--- src/design/key_press_duration_classifier_top_defines.svh ---
// ----------------------------------------------------------------------------
// Key press duration classifier: assertion macros
// Shared concurrent assertion forms used by the classifier modules.
// ----------------------------------------------------------------------------
`ifndef KEY_PRESS_DURATION_CLASSIFIER_TOP_DEFINES_SVH
`define KEY_PRESS_DURATION_CLASSIFIER_TOP_DEFINES_SVH

// Same-cycle implication, checked out of reset.
`define KPDC_ASSERT_NOW(name, clk, rstn, ante, cons) \
    name: assert property (@(posedge clk) disable iff (!rstn) (ante) |-> (cons)) \
        else $error("same-cycle check failed");

// Next-cycle implication, checked out of reset.
`define KPDC_ASSERT_NEXT(name, clk, rstn, ante, cons) \
    name: assert property (@(posedge clk) disable iff (!rstn) (ante) |=> (cons)) \
        else $error("next-cycle check failed");

`endif

--- src/design/kpdc_pkg.sv ---
// ----------------------------------------------------------------------------
// Key press duration classifier package
// Types, register indexes, event codes and reset constants.
// ----------------------------------------------------------------------------
package kpdc_pkg;

    // configuration register indexes
    localparam logic [1:0] REG_SHORT     = 2'd0;
    localparam logic [1:0] REG_LONG      = 2'd1;
    localparam logic [1:0] REG_LONG_LONG = 2'd2;

    localparam logic [7:0] SHORT_RST     = 8'd2;
    localparam logic [7:0] LONG_RST      = 8'h40;
    localparam logic [7:0] LONG_LONG_RST = 8'hAF;

    // counter is clamped here before increment, so it tops out one above
    localparam logic [7:0] HOLD_CLAMP    = 8'hEE;
    localparam logic [7:0] HOLD_MAX      = 8'hEF;

    // level codes
    localparam logic [1:0] LVL_PRESS     = 2'd0;
    localparam logic [1:0] LVL_LONG      = 2'd1;
    localparam logic [1:0] LVL_LONG_LONG = 2'd2;

    // event codes
    localparam logic [2:0] EV_PRESS      = 3'd0;
    localparam logic [2:0] EV_REL_PRESS  = 3'd3;

    localparam int EVQ_DEPTH = 4;
    localparam int EVQ_AW    = 2;

    typedef struct packed {
        logic [7:0] short_thr;
        logic [7:0] long_thr;
        logic [7:0] long_long_thr;
    } thr_t;

    typedef struct packed {
        logic [2:0] trig;     // bit l: level l triggered this tick
        logic       rel;      // release event this tick
        logic [1:0] rel_top;  // highest level reached, for the release
    } lane_ev_t;

    typedef struct packed {
        logic [2:0] key;
        logic [2:0] kind;
        logic       last;
    } evq_entry_t;

    typedef struct packed {
        logic [1:0] n;        // entries to push: 0, 1 or 2
        evq_entry_t ent0;
        evq_entry_t ent1;
    } evq_push_t;

endpackage

--- src/design/kpdc_lane.sv ---
// ----------------------------------------------------------------------------
// Key lane
// Hold counter and level flags of one key; computes the key's events per tick.
// ----------------------------------------------------------------------------
`include "key_press_duration_classifier_top_defines.svh"

module kpdc_lane (
    input  logic                aclk,
    input  logic                aresetn,
    input  logic                step,
    input  logic                pressed,
    input  kpdc_pkg::thr_t      thr,
    output kpdc_pkg::lane_ev_t  ev
);

    logic [7:0] hold_reg, hold_next;
    logic [2:0] flags_reg, flags_next;
    logic [7:0] hold_cur;
    logic [2:0] flags_trig;
    logic       above;

    always_comb begin
        if (pressed) begin
            hold_cur = ((hold_reg > kpdc_pkg::HOLD_CLAMP) ? kpdc_pkg::HOLD_CLAMP : hold_reg)
                       + 8'd1;
        end else begin
            hold_cur = hold_reg;
        end
        above = hold_cur > thr.short_thr;
        ev.trig[0] = above && !flags_reg[0];
        ev.trig[1] = above && (hold_cur > thr.long_thr) && !flags_reg[1];
        ev.trig[2] = above && (hold_cur > thr.long_long_thr) && !flags_reg[2];
        flags_trig = flags_reg | ev.trig;
        ev.rel     = !pressed && (flags_trig != 3'b000);
        if (flags_trig[2]) begin
            ev.rel_top = kpdc_pkg::LVL_LONG_LONG;
        end else if (flags_trig[1]) begin
            ev.rel_top = kpdc_pkg::LVL_LONG;
        end else begin
            ev.rel_top = kpdc_pkg::LVL_PRESS;
        end
        // a released key triggers on its old count, then clears
        hold_next  = pressed ? hold_cur : 8'd0;
        flags_next = pressed ? flags_trig : 3'b000;
    end

    always_ff @(posedge aclk) begin
        if (!aresetn) begin
            hold_reg  <= 8'd0;
            flags_reg <= 3'b000;
        end else if (step) begin
            hold_reg  <= hold_next;
            flags_reg <= flags_next;
        end
    end

    `KPDC_ASSERT_NOW(a_hold_sat, aclk, aresetn, 1'b1, hold_reg <= kpdc_pkg::HOLD_MAX)
    `KPDC_ASSERT_NOW(a_flag_order, aclk, aresetn, flags_reg[2] || flags_reg[1], flags_reg[0])
    `KPDC_ASSERT_NEXT(a_rel_clear, aclk, aresetn, step && !pressed,
                      hold_reg == 8'd0 && flags_reg == 3'b000)

endmodule

--- src/design/kpdc_merge.sv ---
// ----------------------------------------------------------------------------
// Event merge
// Registers the lanes' events and picks the first two in tick order.
// ----------------------------------------------------------------------------
module kpdc_merge #(
    parameter int NUM_KEYS = 2
) (
    input  logic                aclk,
    input  logic                aresetn,
    input  logic                load,
    input  kpdc_pkg::lane_ev_t  lane_ev [NUM_KEYS],
    input  logic                q_room,
    output logic                ready,
    output kpdc_pkg::evq_push_t push
);

    logic               stage_valid_reg, stage_valid_next;
    kpdc_pkg::lane_ev_t stage_ev_reg [NUM_KEYS];
    logic               drain;
    logic [1:0]         cnt;
    kpdc_pkg::evq_entry_t e0, e1;

    assign drain = stage_valid_reg && q_room;
    assign ready = !stage_valid_reg || q_room;

    always_comb begin
        stage_valid_next = stage_valid_reg;
        if (load) begin
            stage_valid_next = 1'b1;
        end else if (drain) begin
            stage_valid_next = 1'b0;
        end
    end

    always_ff @(posedge aclk) begin
        if (!aresetn) begin
            stage_valid_reg <= 1'b0;
        end else begin
            stage_valid_reg <= stage_valid_next;
        end
    end

    always_ff @(posedge aclk) begin
        if (load) begin
            for (int k = 0; k < NUM_KEYS; k++) begin
                stage_ev_reg[k] <= lane_ev[k];
            end
        end
    end

    // triggers in key then level order, then releases in key order
    always_comb begin
        kpdc_pkg::evq_entry_t ent;
        cnt = 2'd0;
        e0  = '0;
        e1  = '0;
        ent = '0;
        for (int k = 0; k < NUM_KEYS; k++) begin
            for (int l = 0; l < 3; l++) begin
                if (stage_ev_reg[k].trig[l]) begin
                    ent.key  = 3'(k);
                    ent.kind = kpdc_pkg::EV_PRESS + 3'(l);
                    ent.last = 1'b0;
                    if (cnt == 2'd0) begin
                        e0 = ent;
                    end else if (cnt == 2'd1) begin
                        e1 = ent;
                    end
                    if (cnt != 2'd2) begin
                        cnt = cnt + 2'd1;
                    end
                end
            end
        end
        for (int k = 0; k < NUM_KEYS; k++) begin
            if (stage_ev_reg[k].rel) begin
                ent.key  = 3'(k);
                ent.kind = kpdc_pkg::EV_REL_PRESS + {1'b0, stage_ev_reg[k].rel_top};
                ent.last = 1'b0;
                if (cnt == 2'd0) begin
                    e0 = ent;
                end else if (cnt == 2'd1) begin
                    e1 = ent;
                end
                if (cnt != 2'd2) begin
                    cnt = cnt + 2'd1;
                end
            end
        end
        e0.last   = (cnt == 2'd1);
        e1.last   = 1'b1;
        push.n    = drain ? cnt : 2'd0;
        push.ent0 = e0;
        push.ent1 = e1;
    end

endmodule

--- src/design/kpdc_evq.sv ---
// ----------------------------------------------------------------------------
// Event queue
// Four-entry result queue taking up to two events per cycle while it has room for two.
// ----------------------------------------------------------------------------
`include "key_press_duration_classifier_top_defines.svh"

module kpdc_evq (
    input  logic                 aclk,
    input  logic                 aresetn,
    input  kpdc_pkg::evq_push_t  push,
    output logic                 room,
    output logic                 m_valid,
    input  logic                 m_ready,
    output kpdc_pkg::evq_entry_t head
);

    localparam int CW = kpdc_pkg::EVQ_AW + 1;

    kpdc_pkg::evq_entry_t mem [kpdc_pkg::EVQ_DEPTH];
    logic [kpdc_pkg::EVQ_AW-1:0] wr_reg, wr_next, rd_reg, rd_next;
    logic [CW-1:0]               count_reg, count_next;
    logic                        pop;

    assign pop     = m_valid && m_ready;
    assign m_valid = count_reg != '0;
    assign room    = count_reg <= CW'(kpdc_pkg::EVQ_DEPTH - 2);
    assign head    = mem[rd_reg];

    always_comb begin
        wr_next    = wr_reg + kpdc_pkg::EVQ_AW'(push.n);
        rd_next    = rd_reg + kpdc_pkg::EVQ_AW'(pop);
        count_next = count_reg + CW'(push.n) - CW'(pop);
    end

    always_ff @(posedge aclk) begin
        if (!aresetn) begin
            wr_reg    <= '0;
            rd_reg    <= '0;
            count_reg <= '0;
        end else begin
            wr_reg    <= wr_next;
            rd_reg    <= rd_next;
            count_reg <= count_next;
        end
    end

    always_ff @(posedge aclk) begin
        if (push.n != 2'd0) begin
            mem[wr_reg] <= push.ent0;
        end
        if (push.n == 2'd2) begin
            mem[wr_reg + kpdc_pkg::EVQ_AW'(1)] <= push.ent1;
        end
    end

    `KPDC_ASSERT_NOW(a_cnt_bound, aclk, aresetn, 1'b1,
                     count_reg <= CW'(kpdc_pkg::EVQ_DEPTH))
    `KPDC_ASSERT_NOW(a_push_room, aclk, aresetn, push.n != 2'd0, room)
    `KPDC_ASSERT_NEXT(a_pop_only, aclk, aresetn, pop && push.n == 2'd0,
                      count_reg == $past(count_reg) - CW'(1))

endmodule

--- src/design/key_press_duration_classifier_top.sv ---
// ----------------------------------------------------------------------------
// Key press duration classifier top level
// Per-key hold lanes, an event merge stage and a result queue.
//
//   channel | ports                                  | carries
//   --------+----------------------------------------+------------------------
//   input   | s_valid s_ready s_key_levels           | one scan tick
//   result  | m_valid m_ready m_key_index            | one event per transfer
//           | m_event_kind m_last_event              |
//   config  | cfg_valid cfg_ready cfg_index cfg_data | threshold write
//
// A tick is taken every cycle while the merge stage is empty or can drain into
// the queue; it yields at most the first two of its events, sent one per cycle
// while m_ready is high. m_valid rises once the tick's events have passed the
// merge stage register and been written into the queue.
// Reset (synchronous) clears counters, flags and queue and loads the default
// thresholds. A stalled m_ready backs up the queue and then s_ready.
// ----------------------------------------------------------------------------
module key_press_duration_classifier_top #(
    parameter int NUM_KEYS = 2
) (
    input  logic       aclk,
    input  logic       aresetn,
    input  logic       s_valid,
    output logic       s_ready,
    input  logic [7:0] s_key_levels,
    output logic       m_valid,
    input  logic       m_ready,
    output logic [2:0] m_key_index,
    output logic [2:0] m_event_kind,
    output logic       m_last_event,
    input  logic       cfg_valid,
    output logic       cfg_ready,
    input  logic [1:0] cfg_index,
    input  logic [7:0] cfg_data
);

    kpdc_pkg::thr_t       thr_reg;
    kpdc_pkg::lane_ev_t   lane_ev [NUM_KEYS];
    kpdc_pkg::evq_push_t  push;
    kpdc_pkg::evq_entry_t head;
    logic                 step;
    logic                 merge_ready;
    logic                 q_room;

    assign cfg_ready = 1'b1;
    assign s_ready   = merge_ready;
    assign step      = s_valid && merge_ready;

    always_ff @(posedge aclk) begin
        if (!aresetn) begin
            thr_reg.short_thr     <= kpdc_pkg::SHORT_RST;
            thr_reg.long_thr      <= kpdc_pkg::LONG_RST;
            thr_reg.long_long_thr <= kpdc_pkg::LONG_LONG_RST;
        end else if (cfg_valid) begin
            unique case (cfg_index)
                kpdc_pkg::REG_SHORT:     thr_reg.short_thr     <= cfg_data;
                kpdc_pkg::REG_LONG:      thr_reg.long_thr      <= cfg_data;
                kpdc_pkg::REG_LONG_LONG: thr_reg.long_long_thr <= cfg_data;
                default: ;
            endcase
        end
    end

    for (genvar k = 0; k < NUM_KEYS; k++) begin : g_lane
        kpdc_lane u_lane (
            .aclk    (aclk),
            .aresetn (aresetn),
            .step    (step),
            .pressed (!s_key_levels[k]),
            .thr     (thr_reg),
            .ev      (lane_ev[k])
        );
    end

    kpdc_merge #(
        .NUM_KEYS (NUM_KEYS)
    ) u_merge (
        .aclk    (aclk),
        .aresetn (aresetn),
        .load    (step),
        .lane_ev (lane_ev),
        .q_room  (q_room),
        .ready   (merge_ready),
        .push    (push)
    );

    kpdc_evq u_evq (
        .aclk    (aclk),
        .aresetn (aresetn),
        .push    (push),
        .room    (q_room),
        .m_valid (m_valid),
        .m_ready (m_ready),
        .head    (head)
    );

    assign m_key_index  = head.key;
    assign m_event_kind = head.kind;
    assign m_last_event = head.last;

endmodule
--- config.mk ---
export PLATFORM = sky130hd
export DESIGN_NAME = key_press_duration_classifier_top
export DESIGN_NICKNAME = d
export VERILOG_FILES = /design/src/design/kpdc_pkg.sv /design/src/design/kpdc_lane.sv /design/src/design/kpdc_merge.sv /design/src/design/kpdc_evq.sv /design/src/design/key_press_duration_classifier_top.sv
export VERILOG_INCLUDE_DIRS = /design/src /design/src/design
export SDC_FILE = /design/constraint.sdc
export NUM_CORES = 1
export LEC_CHECK = 0
export ABC_AREA = 1
export BUFFER_PORTS_ARGS = -buffer_cell sky130_fd_sc_hd__buf_2
export CORE_ASPECT_RATIO = 0.5
export CORE_UTILIZATION = 59
export CTS_CLUSTER_DIAMETER = 60
export DETAILED_ROUTE_END_ITERATION = 12
export GPL_TIMING_DRIVEN = 0
export PLACE_DENSITY_LB_ADDON = 0.12
export SYNTH_ARGS = -nofsm -noshare
export SYNTH_HDL_FRONTEND = slang
export SYNTH_SLANG_ARGS = --single-unit
--- constraint.sdc ---
create_clock -name aclk -period 14.7 [get_ports aclk]
set_input_delay 0.735 -clock aclk [delete_from_list [all_inputs] [get_ports aclk]]
set_output_delay 0.735 -clock aclk [all_outputs]
set_load 0.005 [all_outputs]
==> results by group, run 1 <==
Pwr
  • Pleak: roughly 3.1 nW
  • PD cells: roughly 120 mW/mm^2
  • VDD IR max: ~0.000062 V

Floorplanning
  • Core Box Area: between 0.009 and 0.01 sq mm
  • Die Ht: just over 70 um
  • # rows: 25
  • IO Pins: 33
  • Starting Density: 0.6149
  • Die area: approximately 0.010 sq mm
  • Chip width: between 100 and 150 um

Placement
  • Routability cong.: about 0.91
  • Port Buf Inserts: 23
  • DP Wirelength: around 11 mm
  • Placed cells: approximately 940

Yosys
  • Mapped Avg Cell Area: ~7.6 sq um
  • Top_reg_cell synth: dfxtp_1
  • Count leader, synth: nand2_1
  • Post-synthesis adder-cell area fraction: 0.1671
  • Synth area leader: dfxtp_1
  • Xor/xnor share of the synthesized area: 0.01339
  • Post-synthesis mux area share: 0
  • Synth Area in Compound Gates: 0.1558
  • Number of synthesized flops with an enable pin: 28
  • Synth Instances: about 780
  • Synth Area in Simple Gates: 0.2281
  • Share of the synthesized area in the top cell type: 0.1973
  • Register area share after synthesis: 0.3401
  • Synth area leaders: dfxtp_1 (20%), ha_1 (16%), edfxtp_1 (14%), nand2_1 (8.8%), inv_1 (7.1%)
  • Post-synthesis register bit count: 86
  • Post-synth top cells: nand2_1 (138), inv_1 (111), ha_1 (77)
  • Mapped cell area: a little under 0.006 sq mm
  • Post-synth ARST share: 0
  • Largest family of logic cells by synthesized area: simple AND/OR/NAND/NOR gates
  • Number of distinct library cells after synthesis: 46
  • Synth warn: 0

Critical path
  • Delay of the slowest critical-path stage: between 0.3 and 0.4 ns
  • CP Class: reg2reg
  • Setup slack, reg-to-reg: between 9 and 10 ns
  • Startpoint types: register
  • Critical path's slowest cell: edfxtp_1
  • Arr. time, crit path: between 5 and 6 ns
  • Critical Path RT: 14.91 ns
  • Worst-path fanout max: 3
  • Worst r2r src: u_merge.stage_ev_reg[0][3]
  • R2r worst-path depth: 31
  • Endpoint type of the worst setup path: register
  • Reg2Reg Capture Point: u_evq.count_reg[2]

Finish
  • Share of layout cells above drive strength 1: 0.08669
  • Max FFs per register: 24
  • Non-Filler Instances: between 900 and 1000
  • Final net count: 915
  • Util after Layout: 0.6769
  • N_diodes: 0
  • Synth-to-Final Area Change: 10.08%

Timing
  • Final setup viols: 0
  • RSZ-0062 raised after global routing: false
  • Tcrit/Tclk final: 0.3688
  • Max-Slew Margin vs Limit: 0.3386
  • Worst Skew: about 0.0077 ns
  • Fmax: approximately 180 MHz
  • Max Transition Viols Final: 0
  • Sum Neg Setup Slack: 0 ns
  • Fin. Hold Viols: 0
  • Measured slew at the worst slew-check pin: about 0.99 ns
  • Crit path time final: 5.422 ns

Clock tree
  • CTS tree: built
  • Clock sinks: between 80 and 90
  • CTS Buf Count: 9
  • Max Buffers Root-to-Sink: 2
  • Post-CTS Resized: 0
  • Post-CTS Setup Bufs: 0
  • Clock insertion delay at the later pin of the skew report: 0.34 ns
  • H-tree depth: 3
  • Root buf cell: clkbuf_16
  • Cts hold-fix bufs: 0
  • Clk pin slew, worst setup/hold paths: 0.07 ns

Global routing
  • Largest net degree at the start of global routing: 22
  • Vias in the first global route: approximately 4800
  • First-pass GRT wire length: 22.20 mm
  • Grt ovf: 0
  • Total GRT Usage: 0.2752
  • Initial antenna violation count: 0

Job
  • Max Cap Viol: 0

Drt
  • DRC viols: 0
  • Post-Route WL: about 13 mm
  • Vias/cell: approximately 5.4
  • Drt pass-1 iters: 5
  • ANT nets after route: 0
  • Initial DRC count: 300
  • Via count: about 5100
  • Routed len/inst: approximately 14 um

Worst hold path
  • Hold-critical path endpoint: u_evq.mem[2][0]
  • Hold path cells: 2
  • Hold path startpoint: u_evq.mem[2][0]
  • Hold WC Path Type: reg2reg

Status
  • Status: finished, final reports clean
==> placed cells by master, fill, tap and decap left out, types with 12 or more instances in the layout <==
cell type | synthesis | layout
o211ai_1 | 15 | 15
buf_2 | 0 | 23
edfxtp_1 | 28 | 28
o21ai_1 | 16 | 16
inv_1 | 111 | 111
ha_1 | 77 | 77
nand3_1 | 51 | 51
a21oi_1 | 54 | 54
nand2_1 | 138 | 138
inv_2 | 12 | 12
dfxtp_1 | 58 | 58
o21ai_0 | 49 | 49
nor2_1 | 73 | 73
==> critical path, delay by kind of cell (launching register included) <==
kind / cells / cell delay (ns)
AND/OR/NAND/NOR: 13 / 1.90
XOR/XNOR: 1 / 0.17
buffers and inverters: 8 / 0.53
flip-flops: 1 / 0.38
adder cells (fa/ha/maj): 9 / 2.31
==> layout make-up <==
class | instances | area [sq um]
Buffer | 15 | 78.83
Clock buffer | 9 | 225.2
Clock inverter | 7 | 80.08
Fill cell | 854 | 3093
Inverter | 126 | 475.5
Multi-Input combinational cell | 553 | 3333
Sequential cell | 86 | 2002
Tap cell | 135 | 168.9
Timing Repair Buffer | 23 | 115.1
==> how the worst max path moves through the flow <==
stage                                     to  depth (start not counted)  slack (ns)                        from
after floorplan           u_evq.count_reg[2]                         31        9.74  u_merge.stage_ev_reg[0][3]
after global placement    u_evq.count_reg[2]                         31        9.45  u_merge.stage_ev_reg[0][3]
after detailed placement  u_evq.count_reg[2]                         31        9.33  u_merge.stage_ev_reg[0][3]
after CTS                 u_evq.count_reg[2]                         31        9.28  u_merge.stage_ev_reg[0][3]
after global routing      u_evq.count_reg[2]                         31        8.92  u_merge.stage_ev_reg[0][3]
final                     u_evq.count_reg[2]                         31        9.28  u_merge.stage_ev_reg[0][3]
==> kinds of logic after synthesis <==
| logic type | Yosys count |
|---|---|
| flip-flops | 86 |
| AND/OR/NAND/NOR | 300 |
| adder cells (fa/ha/maj) | 78 |
| AO/OA/AOI/OAI | 163 |
| XOR/XNOR | 9 |
| other | 2 |
| buffers and inverters | 141 |
==> power breakdown <==
| part | internal, mW | total, mW | switching, mW | leakage, nW |
|---|---|---|---|---|
| logic | 0.0931 | 0.262 | 0.169 | 2.19 |
| registers | 0.275 | 0.291 | 0.0163 | 0.745 |
| clock network | 0.134 | 0.235 | 0.102 | 0.143 |
==> through the flow <==
step	instance area [sq um]	hold slack [ns]	power, mW	setup WS [ns]
after floorplan	5889	0.4236	0.4862	9.741
after global placement	6173	0.4372	0.5435	9.446
after detailed placement	6173	0.4439	0.5538	9.328
after CTS	6479	0.4603	0.7898	9.279
after global routing	6479	0.4747	0.8422	8.916
final	6479	0.4556	0.7884	9.278
==> layer usage <==
metal / track usage / vias up / share of wire
li1: - / 2671 / -
met1: 0.3443 / 2359 / 0.48
met2: 0.5019 / 102 / 0.48
met3: 0.04724 / 13 / 0.036
met4: 0.06147 / 0 / 0.0074
met5: 0 / - / 0
Power figures use the tool's default switching activity.
==> run 2, diff against run 1 <==
CORE_UTILIZATION = 56   (was 59)
clock period = 4.7 ns   (was 14.7 ns; I/O delays follow)
==> run 2 against run 1 <==
Effect of this change: sequential share of layout area down 2.6 points; final area up 9.3%; global-route usage is 0.15 points lower; die area up 5.2%; core utilization rose by 1.7 points; flip-flop and latch count is the same; largest power group is now combinational cells.
==> results by group, run 2 (synthesis gave the netlist of run 1 again) <==
Floorplanning
  • Die area: 0.01095 sq mm (+5.2%)
  • Core Box Area: 0.01021 sq mm (+6.7%)
  • Chip width: 147.0 um (+2.6%)
  • Die Ht: 74.49 um (+2.6%)
  • # rows: 26 (+4.0%)
  • Starting Density: 0.5762 (-0.03871)
  • IO Pins: 33 (unchanged)

Critical path
  • Worst-path fanout max: 3 (unchanged)
  • Arr. time, crit path: 4.89 ns (-0.75 ns)
  • Setup slack, reg-to-reg: 0.04 ns (-9.24 ns)
  • Endpoint type of the worst setup path: register
  • R2r worst-path depth: 31 (unchanged)
  • Startpoint types: register
  • Critical Path RT: 4.92 ns (-9.99 ns)
  • CP dominant cell by count: ha_4
  • Delay of the slowest critical-path stage: 0.40 ns (+0.02 ns)
  • CP Class: reg2reg
  • Critical path's slowest cell: edfxtp_1
  • Worst r2r src: u_merge.stage_ev_reg[0][3]
  • Reg2Reg Capture Point: u_evq.count_reg[2]

Pwr
  • PD cells: 397.9 mW/mm^2 (+230%)
  • VDD IR max: 0.0002058 V (+230%)
  • Pleak: 3.309 nW (+7.4%)

Finish
  • Multi-input gate area: 0.003608 sq mm (+8.3%)
  • Synth-to-Final Area Change: 20.34%
  • Share of layout cells above drive strength 1: 0.1876 (+0.1010)
  • Util after Layout: 0.6934 (+0.01655)
  • Final net count: 954 (+4.3%)
  • Commonest non-fill, non-tap cell in the layout: nand2_1
  • Fillers: 807 (-5.5%)
  • N_diodes: 0 (unchanged)
  • Register area: 0.002002 sq mm (unchanged)
  • Max FFs per register: 24 (unchanged)
  • Most frequent cells in the layout: nand2_1 (114), inv_1 (101), nor2_1 (72)
  • Post-route cell area: 0.007083 sq mm (+9.3%)

Drt
  • Via count: 5465 (+6.2%)
  • Routed len/inst: 15.18 um (+8.9%)
  • Met2 WL: 7.396 mm (+16%)
  • Met3 WL post-DR: 745 um (+54%)
  • Initial DRC count: 227 (-24%)
  • Met1 Wirelength: 6.701 mm (+6.0%)
  • DRC viols: 0 (unchanged)
  • Vias/cell: 5.476 (+1.5%)
  • ANT nets after route: 0 (unchanged)
  • Drt pass-1 iters: 5 (unchanged)
  • Top Layer Used: met4
  • Post-Route WL: 15.15 mm (+14%)

Placement
  • DP Wirelength: 10.37 mm (-1.3%)
  • Port Buf Inserts: 23 (unchanged)
  • Place WS: -0.2378 ns (-9.566 ns)
  • Routability cong.: 0.8683 (-5.0%)
  • Placed standard-cell area: 0.006207 sq mm (+0.55%)

Timing
  • Final setup viols: 0 (unchanged)
  • Fmax: 214.4 MHz (+16%)
  • Measured slew at the worst slew-check pin: 1.075 ns (+0.08247 ns)
  • RSZ-0062 raised after global routing: true
  • Max Transition Viols Final: 0 (unchanged)
  • Hold WS: 0.1235 ns (-0.3321 ns)
  • Setup ws final: 0.03515 ns (-9.243 ns)
  • Fin. Hold Viols: 0 (unchanged)
  • Max-Slew Margin vs Limit: 0.2837 (-0.05498)
  • Tcrit/Tclk final: 0.9925 (+0.6237)
  • Crit path time final: 4.665 ns (-0.7570 ns)
  • Worst Skew: 0.007273 ns (-0.0004238 ns)

Clock tree
  • Clock sinks: 86 (unchanged)
  • Clock insertion delay at the later pin of the skew report: 0.34 ns (about the same)
  • Root buf cell: clkbuf_16
  • CTS tree: built
  • Clk pin slew, worst setup/hold paths: 0.07 ns (about the same)
  • H-tree depth: 3 (unchanged)
  • Max Buffers Root-to-Sink: 2 (unchanged)
  • CTS Buf Count: 9 (unchanged)

Job
  • Max Cap Viol: 0 (unchanged)

Global routing
  • Largest net degree at the start of global routing: 22 (unchanged)
  • Vias in the first global route: 4851 (+0.56%)
  • Grt ovf: 0 (unchanged)
  • Total GRT Usage: 0.2737 (-0.001535)
  • First-pass GRT wire length: 23.14 mm (+4.2%)
  • Initial antenna violation count: 0 (unchanged)

Worst hold path
  • Hold-critical path endpoint: thr_reg[0]
  • Hold path cells: 3 (+1)
  • Hold WC Path Type: in2reg
  • Hold path startpoint: cfg_data[0]

Status
  • Status: finished, final reports clean
## run 2: changes by cell type in the layout (fill, tap and decap cells not counted), sizes merged
cell      previous run  this run
buf                 27        66
clkinv               3         5
clkinvlp             2         0
## run 2: final cells by class
cell class                      count  share of cell area
Buffer                             15             0.01113
Clock buffer                        9             0.03180
Clock inverter                      7             0.01113
Inverter                          126             0.06995
Multi-Input combinational cell    553              0.5095
Sequential cell                    86              0.2826
Tap cell                          140             0.02473
Timing Repair Buffer               62             0.05918
## run 2: critical path: cells and delay by family, from the launching register on
family                     cells  cell delay [ns]
DFF                            1             0.40
buffers and inverters          8             0.39
and+or+nand+nor               13             1.65
adders and majority gates      9             1.92
xor gates and xnor gates       1             0.17
## run 2: worst max-delay path by stage
stage,startpoint,to,slack (ns),cells after the start
after floorplan,u_merge.stage_ev_reg[0][4],u_evq.count_reg[2],0.05,31
after global placement,u_merge.stage_ev_reg[0][3],u_evq.count_reg[2],-0.22,31
after detailed placement,u_merge.stage_ev_reg[0][3],u_evq.count_reg[2],-0.24,28
final,u_merge.stage_ev_reg[0][3],u_evq.count_reg[2],0.04,31
after global routing,u_merge.stage_ev_reg[0][3],u_evq.count_reg[2],-0.11,29
after CTS,u_merge.stage_ev_reg[0][3],u_evq.count_reg[2],0.01,31
## run 2: stage by stage
step                      instances  TNS [ns]  total power, mW
after floorplan                 780         0            1.537
after global placement          943   -0.4046            1.724
after detailed placement        943   -0.4788            1.749
after CTS                       992         0            2.657
after global routing            998   -0.5128            2.991
final                           998         0            2.818
## run 2: repair_timing
item / in CTS / in global routing
pin swaps: 18 / 21
endpoints found under the hold margin: 0 / 0
setup buffers: 33 / 9
endpoints found under the setup margin: 10 / 39
gates resized for setup: 32 / 40
hold buffers: 0 / 0
## run 2: report_power, final
group	total, mW	internal (mW)	switching [mW]
registers	0.917	0.859	0.0579
logic	1.16	0.481	0.680
clock network	0.740	0.419	0.321
total	2.82	1.76	1.06
## run 2: per-layer routing
metal  GRT usage  vias up
met5           0        -
met4     0.07216        0
met3     0.05337       39
met2      0.5050      169
met1      0.3346     2499
li1            -     2758
==> run 3, diff against run 2 <==
CORE_UTILIZATION = 59   (was 56)
clock period = 5.03 ns   (was 4.7 ns; I/O delays follow)
==> run 3 against run 2 <==
Effect of this change: combinational power down 28%; setup slack better by 0.19 ns; clock-buffer cell count unchanged; sequential share of layout area up 2.0 points; die area down 5.0%; cell count down 4.0%; worst hold slack better by 0.019 ns; power down 16%; highest routed layer unchanged.
==> results by group, run 3 (synthesis gave the netlist of run 1 again) <==
Placement
  • Port Buf Inserts: 23 (unchanged)
  • Placed cells: 938 (-0.53%)
  • Place WS: -0.3416 ns (-0.1038 ns)
  • Routability cong.: 0.9143 (+5.3%)
  • DP Wirelength: 10.51 mm (+1.3%)

Finish
  • Non-Filler Instances: 958 (-4.0%)
  • Commonest non-fill, non-tap cell in the layout: nand2_1
  • Synth-to-Final Area Change: 12.33%
  • Most frequent cells in the layout: nand2_1 (129), inv_1 (105), nor2_1 (73)
  • Share of layout cells above drive strength 1: 0.1166 (-0.07100)
  • Final net count: 919 (-3.7%)
  • Max FFs per register: 24 (unchanged)
  • N_diodes: 0 (unchanged)
  • Fillers: 831 (+3.0%)

Critical path
  • Critical path's slowest cell: edfxtp_1
  • Arr. time, crit path: 5.02 ns (+0.13 ns)
  • CP delay by family, top: adder cells
  • Delay of the slowest critical-path stage: 0.37 ns (-0.03 ns)
  • CP Class: reg2reg
  • Worst-path fanout max: 3 (unchanged)
  • Buffers & Inverters on Critical Path: 8 (unchanged)
  • Startpoint types: register
  • Endpoint type of the worst setup path: register
  • Critical Path RT: 5.25 ns (+0.33 ns)

Drt
  • Via count: 5208 (-4.7%)
  • DRC viols: 0 (unchanged)
  • Initial DRC count: 302 (+33%)
  • Vias/cell: 5.436 (-0.72%)
  • Routed len/inst: 14.20 um (-6.4%)
  • Post-Route WL: 13.61 mm (-10%)
  • ANT nets after route: 0 (unchanged)
  • Drt pass-1 iters: 6 (+1)

Timing
  • Setup ws final: 0.2253 ns (+0.1901 ns)
  • Fmax: 208.1 MHz (-2.9%)
  • Final setup viols: 0 (unchanged)
  • Max Transition Viols Final: 0 (unchanged)
  • Max-Slew Margin vs Limit: 0.3559 (+0.07228)
  • Crit path time final: 4.805 ns (+0.1399 ns)
  • Tcrit/Tclk final: 0.9552 (-0.03731)
  • Sum Neg Setup Slack: 0 ns (unchanged)
  • Hold WS: 0.1426 ns (+0.01909 ns)
  • Measured slew at the worst slew-check pin: 0.9661 ns (-0.1084 ns)
  • Fin. Hold Viols: 0 (unchanged)
  • Worst Skew: 0.007167 ns (-0.0001068 ns)

Clock tree
  • Clock insertion delay at the later pin of the skew report: 0.34 ns (about the same)
  • Clock sinks: 86 (unchanged)
  • CTS Buf Count: 9 (unchanged)
  • H-tree depth: 3 (unchanged)
  • Root buf cell: clkbuf_16
  • Max Buffers Root-to-Sink: 2 (unchanged)
  • CTS tree: built
  • Clk pin slew, worst setup/hold paths: 0.07 ns (about the same)

Global routing
  • Grt ovf: 0 (unchanged)
  • First-pass GRT wire length: 22.43 mm (-3.1%)
  • Total GRT Usage: 0.2777 (+0.004018)
  • Initial antenna violation count: 0 (unchanged)
  • Vias in the first global route: 4869 (+0.37%)
  • Largest net degree at the start of global routing: 22 (unchanged)

Floorplanning
  • IO Pins: 33 (unchanged)
  • Chip width: 143.3 um (-2.5%)
  • Core Box Area: 0.009572 sq mm (-6.3%)
  • Starting Density: 0.6149 (+0.03871)
  • Die area: 0.01040 sq mm (-5.0%)
  • # rows: 25 (-3.8%)
  • Die Ht: 72.63 um (-2.5%)

Job
  • Max Cap Viol: 0 (unchanged)

Pwr
  • PD cells: 358.9 mW/mm^2 (-9.8%)
  • VDD IR max: 0.0001846 V (-10%)
  • Pleak: 3.104 nW (-6.2%)

Status
  • Status: finished, final reports clean

Worst hold path
  • Hold WC Path Type: in2reg
-- run 3: changes by cell type in the layout (fill, tap and decap cells not counted), sizes merged --
cell / before / now
clkinv: 5 / 3
clkinvlp: 0 / 2
buf: 66 / 31
-- run 3: final cells by class --
class / count / area, sq um / area share
timing repair buffer: 27 / 145.1 / 0.02195
tap: 135 / 168.9 / 0.02555
sequential: 86 / 2002 / 0.3028
clock inverter: 7 / 80.08 / 0.01211
buffer: 15 / 78.83 / 0.01192
clock buffer: 9 / 225.2 / 0.03407
multi-input combinational: 553 / 3436 / 0.5197
inverter: 126 / 475.5 / 0.07192
-- run 3: timing repair --
| item | 4_1_cts | 5_1_grt |
|---|---|---|
| pin swaps | 2 | 6 |
| endpoints found under the setup margin | 2 | 2 |
| gates resized for setup | 14 | 11 |
| hold buffers | 0 | 0 |
| setup buffers | 3 | 1 |
-- run 3: worst min-delay path: cells and delay by family --
kind / cells / cell delay [ns]
simple gates: 2 / 0.10
buf+inv: 1 / 0.10
-- run 3: final timing paths --
path / depth (start not counted) / start / to / slack, ns
min reg2reg: 2 / u_evq.mem[2][0] / u_evq.mem[2][0] / 0.46
min: 3 / cfg_data[0] / thr_reg[0] / 0.14
max reg2reg: 31 / u_merge.stage_ev_reg[0][3] / u_evq.count_reg[2] / 0.23
max: 31 / u_merge.stage_ev_reg[0][3] / u_evq.count_reg[2] / 0.23
-- run 3: per-layer routing --
layer / GRT usage / vias to the layer above / part of all wire
li1: - / 2677 / -
met1: 0.3456 / 2404 / 0.47
met2: 0.5095 / 116 / 0.49
met3: 0.04724 / 11 / 0.037
met4: 0.06147 / 0 / 0.0065
met5: 0 / - / 0
-- run 3: power breakdown --
part / total, mW / leakage [nW] / switching (mW) / internal (mW)
Combinational: 0.833 / 2.22 / 0.525 / 0.308
Clock: 0.689 / 0.143 / 0.297 / 0.391
Sequential: 0.851 / 0.745 / 0.0476 / 0.803
-- run 3: per-stage QoR --
step / power (mW) / utilization / instance area [sq um]
6_report: 2.373 / 0.6907 / 6611
4_1_cts: 2.337 / 0.6837 / 6544
3_3_place_gp: 1.589 / 0.6450 / 6173
3_5_place_dp: 1.619 / 0.6450 / 6173
5_1_grt: 2.530 / 0.6907 / 6611
2_1_floorplan: 1.421 / - / 5889
